`src/hw/rtl/lms_pkg.sv`:
```
// types, widths and codes shared by the linear move segmenter files
package lms_pkg;

    localparam int COORD_BITS  = 16;
    localparam int ROUTE_BITS  = COORD_BITS + 1;
    localparam int PROD_BITS   = 2 * ROUTE_BITS;
    localparam int DIV_STEPS   = PROD_BITS / 2;
    localparam int DIV_CNT_W   = $clog2(DIV_STEPS + 1);
    localparam int STEP_BITS   = 15;
    localparam int TICK_BITS   = 16;
    localparam int TIME_BITS   = 32;
    localparam int MODE_BITS   = 2;
    localparam int OP_BITS     = 3;
    localparam int CFG_DATA_W  = 16;
    localparam int CFG_ADDR_W  = 1;

    localparam int IN_BITS     = 2 * COORD_BITS;
    localparam int IN_TDATA_W  = ((IN_BITS + 7) / 8) * 8;
    localparam int OUT_BITS    = MODE_BITS + 4 * ROUTE_BITS + 2 * TIME_BITS;
    localparam int OUT_TDATA_W = ((OUT_BITS + 7) / 8) * 8;

    typedef enum logic [OP_BITS-1:0] {
        OP_SET_POS = 3'd0,
        OP_MOVE    = 3'd1,
        OP_STEP    = 3'd2,
        OP_HOME    = 3'd3,
        OP_DELAY   = 3'd4
    } op_t;

    typedef enum logic [MODE_BITS-1:0] {
        MODE_MOVE  = 2'd0,
        MODE_HOME  = 2'd1,
        MODE_DELAY = 2'd2
    } mode_t;

    localparam logic [CFG_ADDR_W-1:0] REG_STEP_LENGTH = 1'd0;
    localparam logic [CFG_ADDR_W-1:0] REG_TICK_TOTAL  = 1'd1;

    localparam logic [STEP_BITS-1:0] STEP_LENGTH_RESET = 15'd100;
    localparam logic [TICK_BITS-1:0] TICK_TOTAL_RESET  = 16'd1000;

endpackage

```
`src/hw/rtl/linear_move_segmenter_unit.sv`:
```
// linear move segmenter: splits straight moves into motion blocks
//
// channel | direction | tdata                                  | tuser | tlast
// s_      | in        | target_x, target_y                     | op    | -
// m_      | out       | block_mode, step_dx, step_dy, time_x,  | -     | route_done
//         |           | time_y, route_pos_x, route_pos_y       |       |
// cfg_    | in        | write enable, register index, data     | -     | -
//
// set position, move and ignored codes finish in ST_IDLE, home and delay go to ST_OUT
// a step runs ST_MUL, ST_DIV1, ST_FIX, ST_TIME, ST_DIV2, ST_MULX, ST_MULY, ST_OUT,
// skipping from ST_TIME to ST_OUT when one axis is still, so the shared 2-bit-per-cycle
// restoring divider runs up to twice; a route's final block needs at most the unit division
// reset is synchronous; no item is taken until the previous result sits in the
// output register, which holds a transaction while m_tready is low
module linear_move_segmenter_unit (
    input  logic                                aclk,
    input  logic                                aresetn,
    input  logic                                s_tvalid,
    output logic                                s_tready,
    input  logic [lms_pkg::IN_TDATA_W-1:0]      s_tdata,   // target_x, target_y
    input  logic [lms_pkg::OP_BITS-1:0]         s_tuser,   // op
    output logic                                m_tvalid,
    input  logic                                m_tready,
    output logic [lms_pkg::OUT_TDATA_W-1:0]     m_tdata,   // block_mode, step_dx, step_dy,
                                                           // time_x, time_y, route_pos_x,
                                                           // route_pos_y
    output logic                                m_tlast,   // route_done
    input  logic                                cfg_wr_en,
    input  logic [lms_pkg::CFG_ADDR_W-1:0]      cfg_addr,
    input  logic [lms_pkg::CFG_DATA_W-1:0]      cfg_wdata
);

    localparam int CB = lms_pkg::COORD_BITS;
    localparam int RB = lms_pkg::ROUTE_BITS;
    localparam int PB = lms_pkg::PROD_BITS;
    localparam int TB = lms_pkg::TICK_BITS;
    localparam int WB = lms_pkg::TIME_BITS;
    localparam int TPW = TB + RB;

    typedef enum logic [3:0] {
        ST_IDLE, ST_MUL, ST_DIV1, ST_FIX, ST_TIME, ST_DIV2, ST_MULX, ST_MULY, ST_OUT
    } state_t;

    function automatic logic [RB-1:0] mag_r(input logic signed [RB-1:0] v);
        return v[RB-1] ? RB'(-v) : RB'(v);
    endfunction

    state_t                                state_reg, state_next;
    logic [lms_pkg::STEP_BITS-1:0]         step_len_reg, step_len_next;
    logic [TB-1:0]                         tick_reg, tick_next;
    logic                                  active_reg, active_next;
    logic                                  longer_x_reg, longer_x_next;
    logic signed [RB-1:0]                  goal_x_reg, goal_x_next, goal_y_reg, goal_y_next;
    logic signed [RB-1:0]                  done_x_reg, done_x_next, done_y_reg, done_y_next;
    logic signed [CB-1:0]                  last_x_reg, last_x_next, last_y_reg, last_y_next;
    logic signed [RB-1:0]                  odx_reg, odx_next, ody_reg, ody_next;
    logic                                  fin_reg, fin_next;
    lms_pkg::mode_t                        mode_reg, mode_next;
    logic [WB-1:0]                         tx_reg, tx_next, ty_reg, ty_next;
    logic                                  neg_reg, neg_next;
    logic [RB-1:0]                         div_rem_reg, div_rem_next;
    logic [PB-1:0]                         div_quo_reg, div_quo_next;
    logic [RB-1:0]                         div_den_reg, div_den_next;
    logic [lms_pkg::DIV_CNT_W-1:0]         div_cnt_reg, div_cnt_next;
    logic                                  m_tvalid_reg, m_tvalid_next;
    logic                                  m_tlast_reg, m_tlast_next;
    logic [lms_pkg::OUT_TDATA_W-1:0]       m_tdata_reg, m_tdata_next;

    logic signed [CB-1:0]                  in_x, in_y;
    lms_pkg::op_t                          in_op;
    logic                                  in_acc;
    logic signed [RB-1:0]                  mv_gx, mv_gy;
    logic signed [RB-1:0]                  goal_l, done_l, goal_o, done_o, step_v;
    logic signed [RB:0]                    rem_l;
    logic [RB:0]                           rem_mag;
    logic [RB:0]                           dv_r1, dv_s1, dv_r2, dv_s2;
    logic                                  dv_b1, dv_b2;
    logic [RB-1:0]                         qmag;
    logic signed [RB-1:0]                  qval;
    logic [TPW-1:0]                        tprod;
    logic [WB-1:0]                         tsat;
    logic signed [RB-1:0]                  pos_x, pos_y;

    assign in_x   = s_tdata[CB-1:0];
    assign in_y   = s_tdata[2*CB-1:CB];
    assign in_op  = lms_pkg::op_t'(s_tuser);
    assign in_acc = s_tvalid && s_tready;

    assign s_tready = (state_reg == ST_IDLE);
    assign m_tvalid = m_tvalid_reg;
    assign m_tdata  = m_tdata_reg;
    assign m_tlast  = m_tlast_reg;

    always_comb begin
        mv_gx   = RB'({in_x[CB-1], in_x}) - RB'({last_x_reg[CB-1], last_x_reg});
        mv_gy   = RB'({in_y[CB-1], in_y}) - RB'({last_y_reg[CB-1], last_y_reg});
        goal_l  = longer_x_reg ? goal_x_reg : goal_y_reg;
        done_l  = longer_x_reg ? done_x_reg : done_y_reg;
        goal_o  = longer_x_reg ? goal_y_reg : goal_x_reg;
        done_o  = longer_x_reg ? done_y_reg : done_x_reg;
        rem_l   = {goal_l[RB-1], goal_l} - {done_l[RB-1], done_l};
        rem_mag = rem_l[RB] ? (RB+1)'(-rem_l) : (RB+1)'(rem_l);
        step_v  = (!goal_l[RB-1] && goal_l != '0) ? RB'(step_len_reg) : RB'(-step_len_reg);

        dv_r1 = {div_rem_reg, div_quo_reg[PB-1]};
        dv_b1 = dv_r1 >= {1'b0, div_den_reg};
        dv_s1 = dv_b1 ? dv_r1 - {1'b0, div_den_reg} : dv_r1;
        dv_r2 = {dv_s1[RB-1:0], div_quo_reg[PB-2]};
        dv_b2 = dv_r2 >= {1'b0, div_den_reg};
        dv_s2 = dv_b2 ? dv_r2 - {1'b0, div_den_reg} : dv_r2;

        qmag = (div_den_reg == '0) ? '0 : div_quo_reg[RB-1:0];
        qval = neg_reg ? RB'(-qmag) : RB'(qmag);

        tprod = div_quo_reg[TB-1:0] * ((state_reg == ST_MULX) ? mag_r(ody_reg) : mag_r(odx_reg));
        tsat  = (64'(tprod) > 64'hFFFF_FFFF) ? '1 : WB'(tprod);

        pos_x = (mode_reg == lms_pkg::MODE_MOVE) ? done_x_reg : '0;
        pos_y = (mode_reg == lms_pkg::MODE_MOVE) ? done_y_reg : '0;
    end

    always_comb begin
        state_next    = state_reg;
        step_len_next = step_len_reg;
        tick_next     = tick_reg;
        active_next   = active_reg;
        longer_x_next = longer_x_reg;
        goal_x_next   = goal_x_reg;
        goal_y_next   = goal_y_reg;
        done_x_next   = done_x_reg;
        done_y_next   = done_y_reg;
        last_x_next   = last_x_reg;
        last_y_next   = last_y_reg;
        odx_next      = odx_reg;
        ody_next      = ody_reg;
        fin_next      = fin_reg;
        mode_next     = mode_reg;
        tx_next       = tx_reg;
        ty_next       = ty_reg;
        neg_next      = neg_reg;
        div_rem_next  = div_rem_reg;
        div_quo_next  = div_quo_reg;
        div_den_next  = div_den_reg;
        div_cnt_next  = div_cnt_reg;
        m_tvalid_next = m_tvalid_reg && !m_tready;
        m_tlast_next  = m_tlast_reg;
        m_tdata_next  = m_tdata_reg;

        if (cfg_wr_en) begin
            unique case (cfg_addr)
                lms_pkg::REG_STEP_LENGTH: step_len_next = cfg_wdata[lms_pkg::STEP_BITS-1:0];
                lms_pkg::REG_TICK_TOTAL:  tick_next     = cfg_wdata[TB-1:0];
                default: ;
            endcase
        end

        unique case (state_reg)
            ST_IDLE: begin
                if (in_acc) begin
                    unique case (in_op) inside
                        lms_pkg::OP_SET_POS: begin
                            last_x_next = in_x;
                            last_y_next = in_y;
                        end
                        lms_pkg::OP_MOVE: begin
                            goal_x_next   = mv_gx;
                            goal_y_next   = mv_gy;
                            done_x_next   = '0;
                            done_y_next   = '0;
                            last_x_next   = in_x;
                            last_y_next   = in_y;
                            longer_x_next = mag_r(mv_gx) > mag_r(mv_gy);
                            active_next   = 1'b1;
                        end
                        lms_pkg::OP_HOME, lms_pkg::OP_DELAY: begin
                            mode_next  = (in_op == lms_pkg::OP_HOME) ? lms_pkg::MODE_HOME
                                                                     : lms_pkg::MODE_DELAY;
                            odx_next   = (in_op == lms_pkg::OP_HOME) ? '0
                                                                     : RB'({in_x[CB-1], in_x});
                            ody_next   = '0;
                            tx_next    = '0;
                            ty_next    = '0;
                            fin_next   = 1'b0;
                            state_next = ST_OUT;
                        end
                        lms_pkg::OP_STEP: begin
                            if (active_reg) begin
                                mode_next = lms_pkg::MODE_MOVE;
                                if (32'(rem_mag) > 32'(step_len_reg)) begin
                                    fin_next = 1'b0;
                                    if (longer_x_reg) begin
                                        odx_next    = step_v;
                                        done_x_next = done_x_reg + step_v;
                                    end else begin
                                        ody_next    = step_v;
                                        done_y_next = done_y_reg + step_v;
                                    end
                                    state_next = ST_MUL;
                                end else begin
                                    odx_next    = goal_x_reg - done_x_reg;
                                    ody_next    = goal_y_reg - done_y_reg;
                                    done_x_next = goal_x_reg;
                                    done_y_next = goal_y_reg;
                                    active_next = 1'b0;
                                    fin_next    = 1'b1;
                                    state_next  = ST_TIME;
                                end
                            end
                        end
                        default: ;
                    endcase
                end
            end
            ST_MUL: begin
                div_quo_next = PB'(mag_r(goal_o)) * PB'(mag_r(done_l));
                neg_next     = goal_o[RB-1] ^ done_l[RB-1] ^ goal_l[RB-1];
                div_den_next = mag_r(goal_l);
                div_rem_next = '0;
                div_cnt_next = '0;
                state_next   = ST_DIV1;
            end
            ST_DIV1, ST_DIV2: begin
                div_rem_next = dv_s2[RB-1:0];
                div_quo_next = {div_quo_reg[PB-3:0], dv_b1, dv_b2};
                div_cnt_next = div_cnt_reg + 1'b1;
                if (div_cnt_reg == lms_pkg::DIV_CNT_W'(lms_pkg::DIV_STEPS - 1)) begin
                    state_next = (state_reg == ST_DIV1) ? ST_FIX : ST_MULX;
                end
            end
            ST_FIX: begin
                if (longer_x_reg) begin
                    ody_next    = qval - done_o;
                    done_y_next = qval;
                end else begin
                    odx_next    = qval - done_o;
                    done_x_next = qval;
                end
                state_next = ST_TIME;
            end
            ST_TIME: begin
                if (ody_reg == '0) begin
                    tx_next    = WB'(tick_reg);
                    ty_next    = '0;
                    state_next = ST_OUT;
                end else if (odx_reg == '0) begin
                    tx_next    = '0;
                    ty_next    = WB'(tick_reg);
                    state_next = ST_OUT;
                end else begin
                    div_quo_next = PB'(tick_reg);
                    div_den_next = longer_x_reg ? mag_r(ody_reg) : mag_r(odx_reg);
                    div_rem_next = '0;
                    div_cnt_next = '0;
                    state_next   = ST_DIV2;
                end
            end
            ST_MULX: begin
                tx_next    = tsat;
                state_next = ST_MULY;
            end
            ST_MULY: begin
                ty_next    = tsat;
                state_next = ST_OUT;
            end
            ST_OUT: begin
                if (!m_tvalid_reg || m_tready) begin
                    m_tvalid_next = 1'b1;
                    m_tlast_next  = fin_reg;
                    m_tdata_next  = lms_pkg::OUT_TDATA_W'({pos_y, pos_x, ty_reg, tx_reg,
                                                           ody_reg, odx_reg, mode_reg});
                    state_next    = ST_IDLE;
                end
            end
            default: state_next = ST_IDLE;
        endcase
    end

    always_ff @(posedge aclk) begin
        if (!aresetn) begin
            state_reg    <= ST_IDLE;
            step_len_reg <= lms_pkg::STEP_LENGTH_RESET;
            tick_reg     <= lms_pkg::TICK_TOTAL_RESET;
            active_reg   <= 1'b0;
            longer_x_reg <= 1'b0;
            goal_x_reg   <= '0;
            goal_y_reg   <= '0;
            done_x_reg   <= '0;
            done_y_reg   <= '0;
            last_x_reg   <= '0;
            last_y_reg   <= '0;
            m_tvalid_reg <= 1'b0;
        end else begin
            state_reg    <= state_next;
            step_len_reg <= step_len_next;
            tick_reg     <= tick_next;
            active_reg   <= active_next;
            longer_x_reg <= longer_x_next;
            goal_x_reg   <= goal_x_next;
            goal_y_reg   <= goal_y_next;
            done_x_reg   <= done_x_next;
            done_y_reg   <= done_y_next;
            last_x_reg   <= last_x_next;
            last_y_reg   <= last_y_next;
            m_tvalid_reg <= m_tvalid_next;
        end
        odx_reg     <= odx_next;
        ody_reg     <= ody_next;
        fin_reg     <= fin_next;
        mode_reg    <= mode_next;
        tx_reg      <= tx_next;
        ty_reg      <= ty_next;
        neg_reg     <= neg_next;
        div_rem_reg <= div_rem_next;
        div_quo_reg <= div_quo_next;
        div_den_reg <= div_den_next;
        div_cnt_reg <= div_cnt_next;
        m_tlast_reg <= m_tlast_next;
        m_tdata_reg <= m_tdata_next;
    end

endmodule

```
`config.mk`:
```
export PLATFORM = sky130hd
export DESIGN_NAME = linear_move_segmenter_unit
export DESIGN_NICKNAME = d
export VERILOG_FILES = /design/src/hw/rtl/lms_pkg.sv /design/src/hw/rtl/linear_move_segmenter_unit.sv
export SDC_FILE = /design/constraint.sdc
export NUM_CORES = 2
export LEC_CHECK = 0
export BUFFER_PORTS_ARGS = -buffer_cell sky130_fd_sc_hd__buf_2
export CAP_MARGIN = 30
export CELL_PAD_IN_SITES_DETAIL_PLACEMENT = 0
export CELL_PAD_IN_SITES_GLOBAL_PLACEMENT = 1
export CORE_MARGIN = 5
export CORE_UTILIZATION = 30
export DETAILED_ROUTE_END_ITERATION = 10
export PLACE_DENSITY = 0.61
export SETUP_SLACK_MARGIN = 0.5
export SYNTH_ARGS = -nofsm -noshare
export SYNTH_HDL_FRONTEND = slang
export SYNTH_SLANG_ARGS = --single-unit
export TNS_END_PERCENT = 30
```
`constraint.sdc`:
```
create_clock -name aclk -period 10.8 [get_ports aclk]
set_input_delay 1.08 -clock aclk [delete_from_list [all_inputs] [get_ports aclk]]
set_output_delay 1.08 -clock aclk [all_outputs]
set_load 0.01 [all_outputs]
```
Word-level counts from Yosys, hierarchy flattened
Index checks and enable logic that the tools add are counted.
Word-level totals
  register bits: 448
  input port bits: 57
  output and inout bits: 139
  word-level logic and storage cells: 215
Operators by class
  add/subtract/negate cells: 21
  multiply operators: 2
  magnitude comparators: 5
  equality and inequality tests: 28
  multiplexer cells: 90
  bitwise gates (word level): 3
  reduce and logical (&&, ||, !) cells: 40
Operators by type and width (count)
  $mux 17: 43
  $pmux 17 s2: 9
  $mux 32: 7
  $pmux 32 s3: 2
  $neg 17->17: 8
  $pmux 34 s3: 1
  $sub 17x17->17: 5
  $mux 34: 2
  $logic_not 17->1: 3
  $pmux 17 s3: 1
  $ge 18x17->1: 2
  $add 17x17->17: 2
  $mul 17x17->34: 1
  $sub 16x16->17: 2
  $gt 33x32->1 const B: 1
  $mul 16x17->33: 1
  $pmux 4 s8: 1
  $mux 4: 6
  $reduce_and 6->1: 4
  $gt 18x15->1: 1
  $mux 18: 1
  $neg 18->18: 1
  $sub 17x17->18: 1
  $gt 17x17->1: 1
  other kinds (39): 83

Longest topological paths before layout
  word-level depth: 11
  mapped depth: 39
  depth with buffers taken out: 35

Worst setup path after synthesis
OpenSTA, ideal clock, no wires.
  path kind: register to register
  start point: reg ody_reg[3]
  end point: reg tx_reg[2] (data pin)
  setup time: 0.154 ns
  data arrival time: 8.623 ns
  data required time: 10.646 ns
  path slack: 2.023 ns
  cell stages (with the launch flop): 32
  path buffers: 2
  period minus slack after synthesis: 8.777 ns
  path through: edfxtp_1 > or3_1 > or3b_2 > or4_1 > or2_2 > nand2_1 > xor2_1 > a21oi_1 > clkbuf_1 > nand2_1 > fa_1 > fa_1 > fa_1 > inv_1 > fa_1 > fa_1 > inv_1 > fa_1 > inv_1 > ha_1 > a21oi_1 > nand2_1 > a21o_1 > a21o_1 > a21oi_1 > a21bo_2 > a211oi_1 > nor3_1 > nor3_1 > clkbuf_1 > nor2_1 > o22ai_1
On the way
  word-level cells in the longest chain between the ends: 7
RTL lines
  start: declaration: RTL line linear_move_segmenter_unit.sv:56  | logic signed [RB-1:0] odx_reg, odx_next, ody_reg, ody_next;
  start signal: assignment: RTL line linear_move_segmenter_unit.sv:307  | ody_reg <= ody_next;
  $neg 17->17: RTL line linear_move_segmenter_unit.sv:45  | return v[RB-1] ? RB'(-v) : RB'(v);
  $mux 17: RTL line linear_move_segmenter_unit.sv:45
  $mux 17: RTL line linear_move_segmenter_unit.sv:115  | tprod = div_quo_reg[TB-1:0] * ((state_reg == ST_MULX) ? mag_r(ody_reg) : mag_r(odx_reg));
  $mul 16x17->33: RTL line linear_move_segmenter_unit.sv:115
  $gt 33x32->1: RTL line linear_move_segmenter_unit.sv:116  | tsat = (64'(tprod) > 64'hFFFF_FFFF) ? '1 : WB'(tprod);
  $mux 32: RTL line linear_move_segmenter_unit.sv:116
  $pmux 32 s3 (*): RTL line linear_move_segmenter_unit.sv:157  | unique case (state_reg)
  net tx_next[2]: RTL line linear_move_segmenter_unit.sv:59  | logic [WB-1:0] tx_reg, tx_next, ty_reg, ty_next;
  end signal: assignment: RTL line linear_move_segmenter_unit.sv:310  | tx_reg <= tx_next;
  end: declaration: RTL line linear_move_segmenter_unit.sv:59
The timed path passes the listed nets; every way through them passes the cells marked *.
A chain may end at the register's enable or synchronous reset.

Worst setup path after layout
  start point: reg ody_reg[3]
  end point: reg ty_reg[4] (data pin)
On the way
  word-level cells in the longest chain between the ends: 7
RTL lines
  $neg 17->17: RTL line linear_move_segmenter_unit.sv:45
  $mux 17: RTL line linear_move_segmenter_unit.sv:45
  $mux 17: RTL line linear_move_segmenter_unit.sv:115
  $mul 16x17->33: RTL line linear_move_segmenter_unit.sv:115
  $gt 33x32->1: RTL line linear_move_segmenter_unit.sv:116
  $mux 32: RTL line linear_move_segmenter_unit.sv:116
  $pmux 32 s3 (*): RTL line linear_move_segmenter_unit.sv:157
  net ty_next[4]: RTL line linear_move_segmenter_unit.sv:59
  end signal: assignment: RTL line linear_move_segmenter_unit.sv:311  | ty_reg <= ty_next;
  end: declaration: RTL line linear_move_segmenter_unit.sv:59
Marked as above.

==> reports/summary.md <==
Of all nets on the critical path, the largest fanout is 12. STA puts the critical path data arrival time at 10.16 ns. The buffering stage count on the worst path with inverters included is 3, and the final worst-path cycle share is 0.897. The tools report the number of levels in the clock H-tree as 2.

At the worst endpoint, the required time is 11.28 ns. TritonCTS built the clock tree. On the final layout, the worst clock skew is 0.0334 ns.

In this run the power density over the cells is 237 mW/mm^2. Once the clock tree was built, the resizer swapped 0 gates to a different size. The fraction of post-synthesis cell area in the top cell type by area works out to 0.192. By startpoint and endpoint, the worst setup path is classified as flip-flop to flip-flop. The horizontal extent of the die was 413 um; the number of optimization iterations in the first detailed-route pass was 5. Counting every instance in the synthesized netlist gives 5504. The register with the most flip-flops in the layout has 134 of them.

Across all register-to-register paths, the minimum setup slack is 1.11 ns. Wires add up to 175000 um. The run gives 55 as the clock buffer count from CTS. The proportion of layout cells with a drive suffix above 1 is 0.0883.

The standby leakage power is 0.0229 uW. Counting cells, the worst reg-to-reg path comes to 27. Dividing the detail-routed wire length by the instance count gives 22.2 um. No sink is reached through more buffers than the 3 on the longest clock path.

Number of top-level pins: 196. Number of slew-limit violations in the final report: 0. The logs give 0 for the sum of overflow across all layers after global routing and 12900 uW for the sum of internal, switching and leakage power. In this run the critical register-to-register path is launched from ody_reg[3]. The latest clock arrival within the worst-skew pair was 0.69 ns. The number of antenna violations at the first check in global routing came out at 13. For this run, the number of Yosys warnings is 0.

The count of state elements after synthesis is 448. After filler insertion, the fill cell instance count of the layout stands at 16900. The weighted congestion at the end of routability-driven global placement was 0.921. Entering global routing, the biggest net connects 132 pins. Count of standard-cell rows: 147. STA classifies the critical path endpoint as a flip-flop. In this run, post-CTS hold repair placed 0 buffers. On the worst path, the slowest cell contributes a delay of 0.68 ns. The shortest clock period the worst path allows after layout came out at 9.69 ns.

Derived from the worst setup path, the maximum achievable clock frequency is 103 MHz. The max-slew headroom at the worst pin is 0.305, and the cell area after layout is 0.0544 mm^2. The worst register-to-register path ends at ty_reg[4]. For the number of nets in the layout, the log shows 6569. The number of synthesized flops with an enable pin came out at 310. Adding up every negative setup slack in the final design gives 0 ns. In this run the most critical hold path is launched from ty_reg[14]. The min-delay analysis places its worst path in the category flip-flop to flip-flop. The number of I/O port buffers was 193. Counting every sink on the clock net gives 448. The run gives 0 as the hold violation count in the final report.

In the post-synthesis netlist, the biggest area contributors are sky130_fd_sc_hd__edfxtp_1, sky130_fd_sc_hd__fa_1, sky130_fd_sc_hd__ha_1, sky130_fd_sc_hd__nand2_1, sky130_fd_sc_hd__dfxtp_1. The most frequently used cell type in the post-synthesis netlist was sky130_fd_sc_hd__nand2_1. Setup violations remaining at the end of the flow were counted as 0. The count of nets left with antenna violations once routing finished came out at 0. Worst hold path cell count: 0. Counting instances in the post-synthesis netlist gives the leading cell types as sky130_fd_sc_hd__nand2_1, sky130_fd_sc_hd__inv_1, sky130_fd_sc_hd__fa_1. Among the stages of the critical path, the cell type that occurs most often is sky130_fd_sc_hd__fa_1. Detailed placement finished with a half-perimeter wire length of 140000 um. After clock tree synthesis, the clock-pin slew on the worst setup and hold paths is 0.06 ns. The number of global-route vias before repair is 39400. The via density per instance came out at 5.12. For this run, the leading register cell type out of synthesis is sky130_fd_sc_hd__edfxtp_1. In this run the mean area of a mapped cell was 8.83 um^2. The run finished with clean final reports. The total area inside the core boundary comes to 0.161 mm^2. For the pin with the worst max-slew slack, the measured transition is 1.02 ns. Setup repair after global routing left no endpoint under its margin. The tools report the starting density of the core as 0.302.

Once the clock tree was built, the setup fixing pass inserted 0 buffers. The routed layout has 40200 vias. The slowest stage of the critical path belongs to the cell sky130_fd_sc_hd__or3_1. The logs give 0 for the count of max-cap constraint violations and 446 uV for the worst IR drop on VDD. The proportion of register bits with asynchronous set or reset after synthesis was 0; the sequential fraction of the synthesis area was 0.248. The utilization after layout came out at 0.338.

The path with the worst hold slack has its endpoint at m_tdata[82]. Die boundary height: 413 um. The run gives 0.202 as the total routing usage reported by global routing.

The die covers 0.170 mm^2. The detailed router finished its first iteration with 3332 violations. The minimum hold slack is 0.415 ns, and the first-pass GRT wire length is 259000 um. The combined area of all synthesized cells came out at 0.0486 mm^2.

The buffer type at the clock tree root was sky130_fd_sc_hd__clkbuf_16. The synthesized netlist contains 90 unique library cells. STA classifies the critical path startpoint as a flip-flop. In the routed design, unresolved DRC markers number 0. The dominant delay contributor by cell family on the critical path is adder cells. The area growth from synthesis to layout is 11.9%.

Summing all placed instances gives a cell area of 0.0525 mm^2. The library cell with the largest summed area after synthesis was sky130_fd_sc_hd__edfxtp_1.
[cell families after synthesis]
family,count (synthesis),share of synthesized area
simple gates,1846,0.175
xor+xnor,324,0.0584
mux,106,0.0222
compound gates,1011,0.134
other cells,1,0.0000771
fa+ha+maj,862,0.290
flops,448,0.248
buf+inv,906,0.0714
[where the power goes]
group          internal [uW]  total [uW]  switching [uW]  leakage (uW)
Combinational           3450        8930            5480        0.0180
Clock                   1080        1930             852      0.000881
Sequential              1910        2010            99.3       0.00402
Total                   6440       12900            6430        0.0229
[metrics by stage]
stage               instances  setup WS, ns
detailed placement       7753          1.19
CTS                      7856          1.17
global route             7857         0.660
global placement         7750          1.31
finish                   7862          1.11
floorplan                5505          2.02
[layer usage]
layer  vias to the layer above  GRT usage  wire, um  share of wire
li1                      18900          -         -              -
met3                       221     0.0299     11400          0.065
met1                     19900      0.277     77300           0.44
met2                      1263      0.332     80800           0.46
met5                         -          0        13       0.000074
met4                         2     0.0554      5290          0.030
[worst reg2reg max path: stages, from the launching register on]
cell                       delay [ns]
sky130_fd_sc_hd__edfxtp_1        0.43
sky130_fd_sc_hd__or3_1           0.42
sky130_fd_sc_hd__or3b_2          0.52
sky130_fd_sc_hd__or4_1           0.43
sky130_fd_sc_hd__or2_2           0.35
sky130_fd_sc_hd__o31ai_1         0.25
sky130_fd_sc_hd__xor2_1          0.13
sky130_fd_sc_hd__a21oi_1         0.62
sky130_fd_sc_hd__nand2_1         0.18
sky130_fd_sc_hd__fa_1            0.53
sky130_fd_sc_hd__fa_1            0.51
sky130_fd_sc_hd__fa_1            0.51
sky130_fd_sc_hd__inv_1           0.05
sky130_fd_sc_hd__fa_1            0.49
sky130_fd_sc_hd__fa_1            0.49
sky130_fd_sc_hd__inv_1           0.05
sky130_fd_sc_hd__fa_1            0.47
sky130_fd_sc_hd__inv_1           0.04
sky130_fd_sc_hd__ha_1            0.32
sky130_fd_sc_hd__a21o_1          0.19
sky130_fd_sc_hd__a21o_1          0.18
sky130_fd_sc_hd__a21oi_1         0.13
sky130_fd_sc_hd__a21bo_2         0.29
sky130_fd_sc_hd__a211oi_1        0.58
sky130_fd_sc_hd__nor3_1          0.18
sky130_fd_sc_hd__or3_1           0.68
sky130_fd_sc_hd__and2_1          0.31
sky130_fd_sc_hd__o22ai_1         0.14
[how the worst max path moves through the flow]
| stage | cells past startpoint | start | to |
|---|---|---|---|
| after global routing | 28 | ody_reg[0] | ty_reg[4] |
| final | 27 | ody_reg[3] | ty_reg[4] |
| after detailed placement | 27 | ody_reg[3] | tx_reg[4] |
| after CTS | 27 | ody_reg[3] | tx_reg[4] |
| after floorplan | 31 | ody_reg[3] | tx_reg[2] |
| after global placement | 27 | ody_reg[3] | ty_reg[4] |
[layout by cell type, fill, tap and decap left out, types with 13 or more instances in the layout]
cell type,instances
sky130_fd_sc_hd__clkbuf_16,56
sky130_fd_sc_hd__o21a_1,45
sky130_fd_sc_hd__nor3_1,129
sky130_fd_sc_hd__dfxtp_1,137
sky130_fd_sc_hd__nand2b_1,45
sky130_fd_sc_hd__mux2i_1,91
sky130_fd_sc_hd__nor4_1,18
sky130_fd_sc_hd__o31ai_1,44
sky130_fd_sc_hd__and3_1,25
sky130_fd_sc_hd__buf_2,193
sky130_fd_sc_hd__o21ai_1,13
sky130_fd_sc_hd__o22ai_1,34
sky130_fd_sc_hd__and2_1,196
sky130_fd_sc_hd__a311oi_1,34
sky130_fd_sc_hd__fa_1,442
sky130_fd_sc_hd__buf_4,130
sky130_fd_sc_hd__edfxtp_1,310
sky130_fd_sc_hd__nor2_1,345
sky130_fd_sc_hd__o211ai_1,49
sky130_fd_sc_hd__a21boi_0,15
sky130_fd_sc_hd__a31oi_1,36
sky130_fd_sc_hd__xor2_1,113
sky130_fd_sc_hd__or3_1,43
sky130_fd_sc_hd__a21oi_1,315
sky130_fd_sc_hd__xnor2_1,209
sky130_fd_sc_hd__a21o_1,59
sky130_fd_sc_hd__nand2_1,786
sky130_fd_sc_hd__mux2_2,15
sky130_fd_sc_hd__o21bai_1,15
sky130_fd_sc_hd__a211oi_1,66
sky130_fd_sc_hd__inv_1,665
sky130_fd_sc_hd__nand4_1,18
sky130_fd_sc_hd__nand3_1,85
sky130_fd_sc_hd__or2_2,17
sky130_fd_sc_hd__nor2b_1,73
sky130_fd_sc_hd__o21ai_0,172
sky130_fd_sc_hd__ha_1,420
[final cells by class]
type	count	area, um^2	area share
clock inverter	40	404	0.00743
clock buffer	63	1460	0.0268
timing repair buffer	325	1990	0.0366
inverter	669	2510	0.0462
sequential	448	12100	0.222
multi-input combinational	4151	33200	0.611
tap	2160	2700	0.0497
antenna	6	15.0	0.000276
Note: power is estimated with default switching activity, not from simulation.
